--- config.mk ---
export PLATFORM = sky130hd
export DESIGN_NAME = aging_counter_cache_top_flat
export DESIGN_NICKNAME = d
export VERILOG_FILES = /design/src/sv/acc_pkg.sv /design/src/sv/acc_if.sv /design/src/sv/aging_counter_cache_top.sv /design/src/flat_wrapper.sv
export SDC_FILE = /design/constraint.sdc
export NUM_CORES = 2
export LEC_CHECK = 0
export CORE_MARGIN = 2
export CORE_UTILIZATION = 57
export CTS_CLUSTER_DIAMETER = 80
export CTS_CLUSTER_SIZE = 20
export DETAILED_ROUTE_END_ITERATION = 7
export DONT_BUFFER_PORTS = 1
export PLACE_DENSITY_LB_ADDON = 0.05
export SETUP_SLACK_MARGIN = 0.4
export SLEW_MARGIN = 25
export SYNTH_ARGS = -nofsm -noshare
export SYNTH_HDL_FRONTEND = slang
export SYNTH_SLANG_ARGS = --single-unit
--- constraint.sdc ---
create_clock -name clk -period 10.5 [get_ports clk]
set_input_delay 0 -clock clk [delete_from_list [all_inputs] [get_ports clk]]
set_output_delay 0 -clock clk [all_outputs]
set_load 0.005 [all_outputs]
--- src/sv/acc_pkg.sv ---
// ----------------------------------------------------------------------------
// acc_pkg
// Shared widths, operation codes and controller states of the aging counter
// cache.
// ----------------------------------------------------------------------------
package acc_pkg;

  localparam int OP_BITS      = 2;
  localparam int KEY_BITS     = 32;
  localparam int VALUE_BITS   = 32;
  localparam int COUNT_BITS   = 5;
  localparam int ENTRIES_DEF  = 16;
  localparam int AGE_BITS_DEF = 31;

  localparam logic [COUNT_BITS-1:0] COUNT_MAX = {COUNT_BITS{1'b1}};

  typedef enum logic [OP_BITS-1:0] {
    OP_LOOKUP = 2'd0,
    OP_ADD    = 2'd1,
    OP_REMOVE = 2'd2
  } op_t;

  typedef enum logic [1:0] {
    ST_IDLE,
    ST_SWEEP,
    ST_VICTIM,
    ST_DONE
  } state_t;

endpackage

--- src/sv/acc_if.sv ---
// ----------------------------------------------------------------------------
// acc_in_if / acc_out_if
// Valid/ready channels for cache requests and their results.
// ----------------------------------------------------------------------------
interface acc_in_if;
  logic                            valid;
  logic                            ready;
  logic [acc_pkg::OP_BITS-1:0]     op;
  logic [acc_pkg::KEY_BITS-1:0]    item_key;
  logic [acc_pkg::VALUE_BITS-1:0]  item_value;

  modport source (output valid, op, item_key, item_value, input ready);
  modport sink   (input valid, op, item_key, item_value, output ready);
endinterface

interface acc_out_if;
  logic                            valid;
  logic                            ready;
  logic                            hit;
  logic [acc_pkg::VALUE_BITS-1:0]  hit_value;
  logic                            evicted_valid;
  logic [acc_pkg::KEY_BITS-1:0]    evicted_key;
  logic [acc_pkg::VALUE_BITS-1:0]  evicted_value;
  logic [acc_pkg::COUNT_BITS-1:0]  removed_count;

  modport source (output valid, hit, hit_value, evicted_valid, evicted_key, evicted_value,
                  removed_count, input ready);
  modport sink   (input valid, hit, hit_value, evicted_valid, evicted_key, evicted_value,
                  removed_count, output ready);
endinterface

--- src/sv/aging_counter_cache_top.sv ---
// ----------------------------------------------------------------------------
// aging_counter_cache_top
// Fully associative key/value cache with aging-counter replacement.
// ----------------------------------------------------------------------------
// in_ch carries one request: op (lookup, add, remove), key and value. Each
// request gives exactly one result on out_ch: hit and hit value for a
// lookup, the displaced entry for an add, the number of removed slots for a
// remove, all zero for an unused op code.
// Keys, values and ages sit in one single-port-write memory with a registered
// read; valid bits and age-written bits are flip-flops.
// Every lookup, add or remove sweeps all slots, one memory read per cycle, and
// writes each slot read back (a remove writes back only the matching slots it
// clears); an add then writes the victim after the sweep. The result is loaded
// into the output register in ST_DONE, after the sweep (after ST_VICTIM for an
// add). An unused op code skips the sweep and goes straight to ST_DONE; the
// next request is taken once the block is back in ST_IDLE.
// The block works on one request at a time; in_ch.ready is high while idle,
// also while a finished result still waits in the output register.
// Reset empties the cache at once (no clearing pass) and drops any result.
// When out_ch stalls, a finished request waits until the output register is
// free and no new request is taken meanwhile.
// ----------------------------------------------------------------------------
module aging_counter_cache_top #(
  parameter int ENTRIES  = acc_pkg::ENTRIES_DEF,
  parameter int AGE_BITS = acc_pkg::AGE_BITS_DEF
) (
  input  logic        clk,
  input  logic        rst_n,
  acc_in_if.sink      in_ch,
  acc_out_if.source   out_ch
);

  localparam int AW = (ENTRIES > 1) ? $clog2(ENTRIES) : 1;
  localparam int CW = $clog2(ENTRIES + 1);
  localparam logic [AGE_BITS-1:0] AGE_MAX = {AGE_BITS{1'b1}};

  typedef struct packed {
    logic [acc_pkg::KEY_BITS-1:0]   key;
    logic [acc_pkg::VALUE_BITS-1:0] value;
    logic [AGE_BITS-1:0]            age;
  } entry_t;

  acc_pkg::state_t state_r, state_nxt;

  logic [acc_pkg::OP_BITS-1:0]    op_r;
  logic [acc_pkg::KEY_BITS-1:0]   key_r;
  logic [acc_pkg::VALUE_BITS-1:0] val_r;

  entry_t               mem [ENTRIES];
  entry_t               rd_data_r;
  logic [ENTRIES-1:0]   valid_r;
  logic [ENTRIES-1:0]   aw_r;

  logic [CW-1:0]        rd_cnt_r;
  logic                 p_vld_r;
  logic [AW-1:0]        p_idx_r;

  logic                            hit_r;
  logic [acc_pkg::VALUE_BITS-1:0]  hval_r;
  logic [AGE_BITS-1:0]             min_age_r;
  logic [AW-1:0]                   vic_idx_r;
  logic                            vic_valid_r;
  logic [acc_pkg::KEY_BITS-1:0]    vic_key_r;
  logic [acc_pkg::VALUE_BITS-1:0]  vic_val_r;
  logic [CW-1:0]                   cnt_r;

  logic                            out_vld_r;
  logic                            out_hit_r;
  logic [acc_pkg::VALUE_BITS-1:0]  out_hval_r;
  logic                            out_ev_r;
  logic [acc_pkg::KEY_BITS-1:0]    out_ekey_r;
  logic [acc_pkg::VALUE_BITS-1:0]  out_eval_r;
  logic [acc_pkg::COUNT_BITS-1:0]  out_cnt_r;

  logic            in_fire;
  logic            op_known;
  logic            issue;
  logic [AW-1:0]   rd_addr;
  logic [AGE_BITS-1:0] age_old;
  logic [AGE_BITS-1:0] age_dec;
  logic            slot_vld;
  logic            p_match;
  logic            sweep_last;
  logic            mem_we;
  logic [AW-1:0]   mem_waddr;
  entry_t          mem_wdata;
  logic            vld_we;
  logic            vld_wdata;
  logic            out_load;

  logic                            res_hit;
  logic [acc_pkg::VALUE_BITS-1:0]  res_hval;
  logic                            res_ev;
  logic [acc_pkg::KEY_BITS-1:0]    res_ekey;
  logic [acc_pkg::VALUE_BITS-1:0]  res_eval;
  logic [acc_pkg::COUNT_BITS-1:0]  res_cnt;

  assign in_ch.ready = (state_r == acc_pkg::ST_IDLE);
  assign in_fire     = in_ch.valid && in_ch.ready;
  assign op_known    = (in_ch.op == acc_pkg::OP_LOOKUP) || (in_ch.op == acc_pkg::OP_ADD) ||
                       (in_ch.op == acc_pkg::OP_REMOVE);

  assign issue   = (state_r == acc_pkg::ST_SWEEP) && (rd_cnt_r < CW'(ENTRIES));
  assign rd_addr = rd_cnt_r[AW-1:0];

  // slots whose age was never written read as the reset age
  assign age_old    = aw_r[p_idx_r] ? rd_data_r.age : AGE_MAX;
  assign age_dec    = (age_old == '0) ? '0 : age_old - 1'b1;
  assign slot_vld   = valid_r[p_idx_r];
  assign p_match    = p_vld_r && slot_vld && (rd_data_r.key == key_r);
  assign sweep_last = p_vld_r && (p_idx_r == AW'(ENTRIES - 1));

  // next state
  always_comb begin
    state_nxt = state_r;
    unique case (state_r)
      acc_pkg::ST_IDLE: begin
        if (in_fire) begin
          state_nxt = op_known ? acc_pkg::ST_SWEEP : acc_pkg::ST_DONE;
        end
      end
      acc_pkg::ST_SWEEP: begin
        if (sweep_last) begin
          state_nxt = (op_r == acc_pkg::OP_ADD) ? acc_pkg::ST_VICTIM : acc_pkg::ST_DONE;
        end
      end
      acc_pkg::ST_VICTIM: begin
        state_nxt = acc_pkg::ST_DONE;
      end
      acc_pkg::ST_DONE: begin
        if (!out_vld_r || out_ch.ready) begin
          state_nxt = acc_pkg::ST_IDLE;
        end
      end
      default: state_nxt = acc_pkg::ST_IDLE;
    endcase
  end

  // write-back and output load
  always_comb begin
    mem_we    = 1'b0;
    mem_waddr = p_idx_r;
    mem_wdata = rd_data_r;
    vld_we    = 1'b0;
    vld_wdata = 1'b0;
    out_load  = 1'b0;
    unique case (state_r)
      acc_pkg::ST_SWEEP: begin
        if (p_vld_r) begin
          unique case (op_r)
            acc_pkg::OP_LOOKUP: begin
              mem_we        = 1'b1;
              mem_wdata.age = (p_match && !hit_r) ? AGE_MAX : age_dec;
            end
            acc_pkg::OP_ADD: begin
              mem_we        = 1'b1;
              mem_wdata.age = age_dec;
            end
            acc_pkg::OP_REMOVE: begin
              if (p_match) begin
                mem_we        = 1'b1;
                mem_wdata.age = '0;
                vld_we        = 1'b1;
              end
            end
            default: ;
          endcase
        end
      end
      acc_pkg::ST_VICTIM: begin
        mem_we          = 1'b1;
        mem_waddr       = vic_idx_r;
        mem_wdata.key   = key_r;
        mem_wdata.value = val_r;
        mem_wdata.age   = AGE_MAX;
        vld_we          = 1'b1;
        vld_wdata       = 1'b1;
      end
      acc_pkg::ST_DONE: begin
        out_load = !out_vld_r || out_ch.ready;
      end
      default: ;
    endcase
  end

  // slot store
  always_ff @(posedge clk) begin
    if (mem_we) begin
      mem[mem_waddr] <= mem_wdata;
    end
    if (issue) begin
      rd_data_r <= mem[rd_addr];
    end
  end

  always_ff @(posedge clk) begin
    if (!rst_n) begin
      valid_r <= '0;
      aw_r    <= '0;
    end else begin
      if (mem_we) begin
        aw_r[mem_waddr] <= 1'b1;
      end
      if (vld_we) begin
        valid_r[mem_waddr] <= vld_wdata;
      end
    end
  end

  // sweep control
  always_ff @(posedge clk) begin
    if (!rst_n) begin
      state_r  <= acc_pkg::ST_IDLE;
      rd_cnt_r <= '0;
      p_vld_r  <= 1'b0;
    end else begin
      state_r <= state_nxt;
      p_vld_r <= issue;
      if (in_fire) begin
        rd_cnt_r <= '0;
      end else if (issue) begin
        rd_cnt_r <= rd_cnt_r + 1'b1;
      end
    end
  end

  always_ff @(posedge clk) begin
    p_idx_r <= rd_addr;
    if (in_fire) begin
      op_r   <= in_ch.op;
      key_r  <= in_ch.item_key;
      val_r  <= in_ch.item_value;
      hit_r  <= 1'b0;
      hval_r <= '0;
      cnt_r  <= '0;
    end else if (state_r == acc_pkg::ST_SWEEP && p_vld_r) begin
      // first slot with the smallest age before aging
      if (p_idx_r == '0 || age_old < min_age_r) begin
        min_age_r   <= age_old;
        vic_idx_r   <= p_idx_r;
        vic_valid_r <= slot_vld;
        vic_key_r   <= rd_data_r.key;
        vic_val_r   <= rd_data_r.value;
      end
      if (op_r == acc_pkg::OP_LOOKUP && p_match && !hit_r) begin
        hit_r  <= 1'b1;
        hval_r <= rd_data_r.value;
      end
      if (op_r == acc_pkg::OP_REMOVE && p_match) begin
        cnt_r <= cnt_r + 1'b1;
      end
    end
  end

  // result fields
  always_comb begin
    res_hit  = 1'b0;
    res_hval = '0;
    res_ev   = 1'b0;
    res_ekey = '0;
    res_eval = '0;
    res_cnt  = '0;
    unique case (op_r)
      acc_pkg::OP_LOOKUP: begin
        res_hit  = hit_r;
        res_hval = hval_r;
      end
      acc_pkg::OP_ADD: begin
        res_ev   = vic_valid_r;
        res_ekey = vic_valid_r ? vic_key_r : '0;
        res_eval = vic_valid_r ? vic_val_r : '0;
      end
      acc_pkg::OP_REMOVE: begin
        res_cnt = (32'(cnt_r) > 32'(acc_pkg::COUNT_MAX)) ? acc_pkg::COUNT_MAX
                                                          : acc_pkg::COUNT_BITS'(cnt_r);
      end
      default: ;
    endcase
  end

  always_ff @(posedge clk) begin
    if (!rst_n) begin
      out_vld_r <= 1'b0;
    end else if (out_load) begin
      out_vld_r <= 1'b1;
    end else if (out_ch.ready) begin
      out_vld_r <= 1'b0;
    end
  end

  always_ff @(posedge clk) begin
    if (out_load) begin
      out_hit_r  <= res_hit;
      out_hval_r <= res_hval;
      out_ev_r   <= res_ev;
      out_ekey_r <= res_ekey;
      out_eval_r <= res_eval;
      out_cnt_r  <= res_cnt;
    end
  end

  assign out_ch.valid         = out_vld_r;
  assign out_ch.hit           = out_hit_r;
  assign out_ch.hit_value     = out_hval_r;
  assign out_ch.evicted_valid = out_ev_r;
  assign out_ch.evicted_key   = out_ekey_r;
  assign out_ch.evicted_value = out_eval_r;
  assign out_ch.removed_count = out_cnt_r;

endmodule

--- src/flat_wrapper.sv ---
// flat-port wrapper written by rule: the top's interface ports become plain ports
module aging_counter_cache_top_flat 
#(
  parameter int ENTRIES  = acc_pkg::ENTRIES_DEF,
  parameter int AGE_BITS = acc_pkg::AGE_BITS_DEF
)
  (clk, rst_n, in_ch_valid, in_ch_op, in_ch_item_key, in_ch_item_value, in_ch_ready, out_ch_valid, out_ch_hit, out_ch_hit_value, out_ch_evicted_valid, out_ch_evicted_key, out_ch_evicted_value, out_ch_removed_count, out_ch_ready);
  acc_in_if in_ch_i ();
  acc_out_if out_ch_i ();
  input  logic clk;
  input  logic rst_n;
  input wire logic [$bits(in_ch_i.valid)-1:0] in_ch_valid;
  input wire logic [$bits(in_ch_i.op)-1:0] in_ch_op;
  input wire logic [$bits(in_ch_i.item_key)-1:0] in_ch_item_key;
  input wire logic [$bits(in_ch_i.item_value)-1:0] in_ch_item_value;
  output wire logic [$bits(in_ch_i.ready)-1:0] in_ch_ready;
  output wire logic [$bits(out_ch_i.valid)-1:0] out_ch_valid;
  output wire logic [$bits(out_ch_i.hit)-1:0] out_ch_hit;
  output wire logic [$bits(out_ch_i.hit_value)-1:0] out_ch_hit_value;
  output wire logic [$bits(out_ch_i.evicted_valid)-1:0] out_ch_evicted_valid;
  output wire logic [$bits(out_ch_i.evicted_key)-1:0] out_ch_evicted_key;
  output wire logic [$bits(out_ch_i.evicted_value)-1:0] out_ch_evicted_value;
  output wire logic [$bits(out_ch_i.removed_count)-1:0] out_ch_removed_count;
  input wire logic [$bits(out_ch_i.ready)-1:0] out_ch_ready;
  assign in_ch_i.valid = in_ch_valid;
  assign in_ch_i.op = in_ch_op;
  assign in_ch_i.item_key = in_ch_item_key;
  assign in_ch_i.item_value = in_ch_item_value;
  assign in_ch_ready = in_ch_i.ready;
  assign out_ch_valid = out_ch_i.valid;
  assign out_ch_hit = out_ch_i.hit;
  assign out_ch_hit_value = out_ch_i.hit_value;
  assign out_ch_evicted_valid = out_ch_i.evicted_valid;
  assign out_ch_evicted_key = out_ch_i.evicted_key;
  assign out_ch_evicted_value = out_ch_i.evicted_value;
  assign out_ch_removed_count = out_ch_i.removed_count;
  assign out_ch_i.ready = out_ch_ready;
  aging_counter_cache_top #(.ENTRIES(ENTRIES), .AGE_BITS(AGE_BITS)) u_core (.clk(clk), .rst_n(rst_n), .in_ch(in_ch_i), .out_ch(out_ch_i));
endmodule
After elaboration in Yosys (flattened, before gate mapping)
Memory sizes are Yosys's and may differ from the RTL's. A register that Yosys moved wholly into a read port is not among the register bits.
Index checks and enable logic that the tools add are counted.
- output and inout bits: 105
- latch bits: 0
- input port bits: 70
- bits in writable memories: 1520
- flip-flop bits (word level): 352
- logic and storage cells: 113
- memory bits (read-only): 0
- memories kept: 1
- memory list (memory ; depth ; width ; read ports ; clocked after memory_dff ; wr ports ; RTL line ; text):
    u_core.mem ; 16 ; 95 ; 1 ; 1 ; 1 ; aging_counter_cache_top.sv:49 ; entry_t mem [ENTRIES];
- add/sub/neg operators: 3
- multiplexer cells: 35
- bitwise logic cells: 3
- divide/modulo/power cells: 0
- shift-type cells: 0
- $lt $le $gt $ge: 5
- reduce and logical (&&, ||, !) cells: 30
- equal/unequal tests: 12
- multipliers: 0
- operator list (kind ; number):
    two-way mux 31 bit ; 5
    one-hot mux 31 bit (3 select lines) ; 1
    two-way mux 64 bit ; 1
    one-hot mux 31 bit (2 select lines) ; 1
    equality test 32 bit ; 1
    logical NOT 31 bit ; 1
    less-than comparator 31 bit ; 1
    subtractor 31 x 1 -> 31 bit, second input constant ; 1
    bitwise mux 16 bit ; 1
    OR 16 bit ; 1
    two-way mux 1 bit ; 14
    logical AND 1 bit ; 11
    adder 5 x 1 -> 5 bit, second input constant ; 2
    less-than comparator 4 x 5 -> 1 bit, second input constant ; 2
    binary-select mux 1 bit (select 4 bit) ; 2
    equality test 2 bit, second input constant ; 4
    two-way mux 2 bit ; 4
    one-hot mux 2 bit (4 select lines) ; 1
    equality test 2 x 1 -> 1 bit, second input constant ; 3
    logical NOT 2 bit ; 3
    one-hot mux 1 bit (2 select lines) ; 3
    AND reduction 2 bit ; 3
    AND reduction 3 bit ; 2
    less-than comparator 5 bit, second input constant ; 1
    other kinds (12) ; 19

Longest topological paths before layout
- word-level depth: 10
- mapped depth: 19

Worst setup path after synthesis
Ideal clock, no wire load.
- path type: register -> register
- start: register u_core.p_idx_r[0]
- end: register u_core.min_age_r[0], enable pin
- setup time: 682 ps
- data required time: 9818 ps
- cell stages (with the launch flop): 19
- clock period less this slack: 11113 ps
- path slack: -613 ps
- buffers on the path: 5
- arrival: 10430 ps
- path through: dfxtp_1 -> buf_2 -> buf_2 -> nor2_1 -> a22oi_1 -> nand3_1 -> nand2_1 -> clkbuf_1 -> buf_2 -> clkbuf_1 -> nand2b_1 -> ha_1 -> a21o_1 -> a21o_1 -> a21oi_1 -> o2111ai_1 -> o41ai_1 -> o221ai_1 -> nor3_1
- cells in the longest elaborated chain, start to end: 6
- elaborated cells between the ends (all ways): 7
- ends and longest elaborated chain (item ; RTL line ; text):
    from (decl) ; aging_counter_cache_top.sv:56 ; logic [AW-1:0] p_idx_r;
    from (signal assigned) ; aging_counter_cache_top.sv:228 ; p_idx_r <= rd_addr;
    binary-select mux 1 bit (select 4 bit) ; aging_counter_cache_top.sv:107 ; assign age_old = aw_r[p_idx_r] ? rd_data_r.age : AGE_MAX;
    two-way mux 1 bit (implied by the code) ; aging_counter_cache_top.sv:107 ;
    two-way mux 31 bit ; aging_counter_cache_top.sv:107 ;
    via u_core.age_old[27] ; aging_counter_cache_top.sv:79 ; logic [AGE_BITS-1:0] age_old;
    less-than comparator 31 bit ; aging_counter_cache_top.sv:238 ; if (p_idx_r == '0 || age_old < min_age_r) begin
    logical OR 1 bit ; aging_counter_cache_top.sv:238 ;
    AND reduction 3 bit (no line) ; -- ;
    to (signal assigned) ; aging_counter_cache_top.sv:239 ; min_age_r <= age_old;
    to (decl) ; aging_counter_cache_top.sv:60 ; logic [AGE_BITS-1:0] min_age_r;
The timed path passes the listed nets, and every way through them passes these cells. The select of a mux whose other input is x is not followed.
A chain may end at the register's enable or synchronous reset.

Worst setup path after layout
- start: register u_core.p_idx_r[1]
- end: register u_core.vic_val_r[29] (netlist name), enable pin
- cells in the longest elaborated chain, start to end: 6
- elaborated cells between the ends (all ways): 7
- ends and longest elaborated chain (item ; RTL line ; text):
    binary-select mux 1 bit (select 4 bit) ; aging_counter_cache_top.sv:107 ;
    two-way mux 1 bit (implied by the code) ; aging_counter_cache_top.sv:107 ;
    two-way mux 31 bit ; aging_counter_cache_top.sv:107 ;
    via u_core.age_old[3] ; aging_counter_cache_top.sv:79 ;
    less-than comparator 31 bit ; aging_counter_cache_top.sv:238 ;
    logical OR 1 bit ; aging_counter_cache_top.sv:238 ;
    AND reduction 3 bit (no line) ; -- ;
    to (signal assigned) ; aging_counter_cache_top.sv:243 ; vic_val_r <= rd_data_r.value;
    to (decl) ; aging_counter_cache_top.sv:64 ; logic [acc_pkg::VALUE_BITS-1:0] vic_val_r;
The timed path passes the listed nets, and every way through them passes these cells. The select of a mux whose other input is x is not followed.

==> results.yml <==
status:
  status: "finished, final reports clean"
floorplanning:
  fp.dieW_um: 369
  pin_count: 175
  rows: 133
  coreArea_um2: 132000
  dieArea_um2: 136000
  start_util_pct: 57.5
  dieHeight_um: 369
global_route:
  grt_util_all_layers_pct: 26.8
  grt_max_degree: 120
  antenna_found_initial: 4
  gr-total-overflow: 0
  grt_first_pass_wirelength_um: 262000
  grt_pass1_vias: 37055
logic_synthesis:
  synthXorXnorAreaFrac_pct: 0.555
  ys_top_cells_by_area: "edfxtp_1 (75%), mux4_2 (14%), dfxtp_1 (2.2%)"
  netlist_instances: 3560
  synth_warnings: 0
  ys_seq_elements: 1967
  synth_area_per_cell_um2: 21.3
  yosysTopAreaCellShare_pct: 74.7
  synth_edf_count: 1884
  synth_commonest_cells: "edfxtp_1 (1884), mux4_2 (480), nand2_1 (141)"
  yosysSeqAreaShare_pct: 76.9
  yosysMostFrequentCell: "edfxtp_1"
  synthesis.area_um2: 75700
  synth-simple-area-share_pct: 3.15
  synthMuxAreaShare_pct: 15.4
  synth_top_family_by_area: "multiplexers"
  async_reset_ff_share_pct: 0
  synth_adder_area_share_pct: 0.486
  yosysUniqueCellTypes: 81
  yosysTopAreaCell: "edfxtp_1"
  syn_nets: 3657
  synth_flop_cell: "edfxtp_1"
  synth_compound_area_share_pct: 2.35
critical_path:
  path_cells: "mux2i_1, a21oi_1, nand3_1, nand2_1, buf_4, nand2b_1, ha_1, or3_1, o21ai_0, a31oi_1, a311oi_1, a211oi_1, nor3_4, buf_12"
  critPathSlowestCell: "nor3_4"
  required_ns: 10.88
  crit_buf_inv: 2
  critical_path.max_stage_delay_ns: 0.83
  cp-start-kind: "register"
  path_class: "reg2reg"
  cp_data_arrival_time_ns: 6.32
  crit_path_end_kind: "register"
  crit_family: "simple AND/OR/NAND/NOR gates"
  worst-path-max-fanout: 83
route:
  detail-route-antenna-nets: 0
  drcViolationCount: 0
  avgRoutedWirePerCell_um: 32.6
  drtIter0Drc: 4134
  first_pass_iters: 5
  vias: 36308
  via_per_inst: 6.57
  wl_um: 180000
hold_path:
  holdCritPathClass: "in2reg"
flow_run:
  cap_violations: 0
clock_tree:
  cts.clk_slew.worst_paths_ns: 0.08
  cts.path.max_buffers: 3
  root_buffer: "clkbuf_16"
  cts_made_buffers: 111
  cts_tree: "built"
  clkSinkCount: 1967
  clock_latency_ns: 0.76
  cts_resized: 0
  htreeDepth: 3
  post_cts_buffers: 0
placement:
  dpl.hpwl_um: 95000
  placed_area_um2: 78200
  io_buffers: 0
  place_congestion: 0.865
  dpl.cell_count: 5207
sta:
  period_minus_slack_ns: 5.94
  rsz0062_at_grt: "false"
  max_freq_mhz: 168
  setup_viol: 0
  slew_viol_final: 0
  tns_ns: 0
  finalClockSkew_ns: 0.0815
  relSlewSlack_pct: 29.0
  finalHoldViolCount: 0
  period_share_pct: 56.6
  worst_pin_slew_ns: 1.07
finish:
  nets: 3801
  drive_gt1_share_pct: 21.2
  syn_to_final_growth_pct: 9.43
  final_cells: 5528
  multi_input_comb_area_um2: 16900
  nFillCells: 8945
  final_area_um2: 82900
  register_area_um2: 58300
  diodes: 0
power_and_ir_drop:
  ir_drop_mv: 0.184
  p_leak_nw: 24.7
  power_density_nw_per_um2: 217
==> final cells by class <==
| cell class | count | area share (%) |
|---|---|---|
| Tap cell | 1755 | 2.65 |
| Multi-Input combinational cell | 1370 | 20.4 |
| Sequential cell | 1967 | 70.3 |
| Clock inverter | 16 | 0.229 |
| Clock buffer | 166 | 3.68 |
| Timing Repair Buffer | 205 | 2.59 |
| Inverter | 49 | 0.228 |
==> per-layer routing <==
metal | share of wire [%] | global-route usage, % | up-vias
met5 | 0 | 0 | -
met4 | 1.8 | 5.09 | 0
met3 | 6.2 | 3.07 | 196
met2 | 50 | 44.0 | 1475
met1 | 42 | 39.9 | 19753
li1 | - | - | 14884
==> state kept, by name (all words and copies together) (netlist names), 16 cells and up <==
| name | count |
|---|---|
| u_core.min_age_r | 31 |
| u_core.out_ch.evicted_value | 32 |
| u_core.key_r | 32 |
| u_core.out_ch.hit_value | 32 |
| u_core.valid_r | 16 |
| u_core.val_r | 32 |
| u_core.out_ch.evicted_key | 32 |
| u_core.hval_r | 32 |
| u_core.rd_data_r | 95 |
| u_core.aw_r | 16 |
| u_core.mem | 1520 |
| u_core.vic_val_r | 32 |
| u_core.vic_key_r | 32 |
==> layout by cell type (no fill, tap or decap), types with 9 or more instances in the layout <==
cell type	instances
dfxtp_1	79
dlygate4sd3_1	136
clkbuf_1	51
inv_1	46
mux2i_1	14
o21ai_1	41
edfxtp_1	1884
buf_4	46
nand3_1	15
nor2_4	17
a31oi_1	15
clkbuf_16	113
nor2b_1	9
and2_1	107
a21boi_1	16
o211ai_1	9
a21oi_1	75
ha_1	26
nand2_1	141
nor2_1	50
mux2_2	65
nand2b_1	26
nor3_1	13
mux4_2	480
o21a_1	11
buf_12	17
nand4_1	19
o21ai_0	35
nand4b_1	10
xnor2_1	40
==> power by group <==
group / internal, mW / leakage, nW / switching (mW)
combinational: 1.16 / 5.45 / 2.16
clock: 2.04 / 1.55 / 2.42
sequential: 9.89 / 17.7 / 0.305
==> what timing repair did <==
action / 4_1_cts / 5_1_grt
hold buffers: 137 / 0
setup endpoints to repair: 0 / 0
hold endpoints to repair: 107 / 0
==> cell families (layout without fill, tap and decap cells) <==
| family | count (synthesis) | after routing |
|---|---|---|
| fa+ha+maj | 30 | 30 |
| xor+xnor | 48 | 48 |
| flops | 1967 | 1967 |
| compound gates | 277 | 277 |
| buf+inv | 223 | 436 |
| mux | 559 | 559 |
| simple gates | 456 | 456 |
==> stage by stage <==
stage	total power [mW]	worst slack (ns)	util (%)	hold WS, ns
5_1_grt	18.6	4.18	63.0	0.146
3_3_place_gp	13.5	4.37	59.3	0.0989
3_5_place_dp	13.6	4.35	59.4	0.0989
6_report	18.0	4.56	63.0	0.167
4_1_cts	18.1	4.31	62.9	0.0776
2_1_floorplan	12.4	2.44	-	0.0989
==> path summary, 6_finish.rpt <==
kind | from | to | slack, ns | cells after the start
setup / recovery | u_core.p_idx_r[1]$_DFF_P_ | u_core.vic_val_r[29]$_DFFE_PP_ | 4.56 | 14
hold / removal | out_ch_ready | u_core.out_ch.valid$_SDFFE_PN0P_ | 0.17 | 3
setup reg to reg | u_core.p_idx_r[1]$_DFF_P_ | u_core.vic_val_r[29]$_DFFE_PP_ | 4.56 | 14
hold reg to reg | u_core.hval_r[0]$_SDFFE_PP0P_ | u_core.hval_r[0]$_SDFFE_PP0P_ | 0.45 | 2
==> worst reg2reg max path, delay by kind of cell (launching register included) <==
| kind | cells | cell delay [ns] |
|---|---|---|
| mux | 1 | 0.21 |
| compound gates | 5 | 1.11 |
| buf+inv | 2 | 1.02 |
| fa+ha+maj | 1 | 0.25 |
| simple gates | 5 | 2.07 |
| flops | 1 | 0.81 |
(Power assumes the default switching activity.)
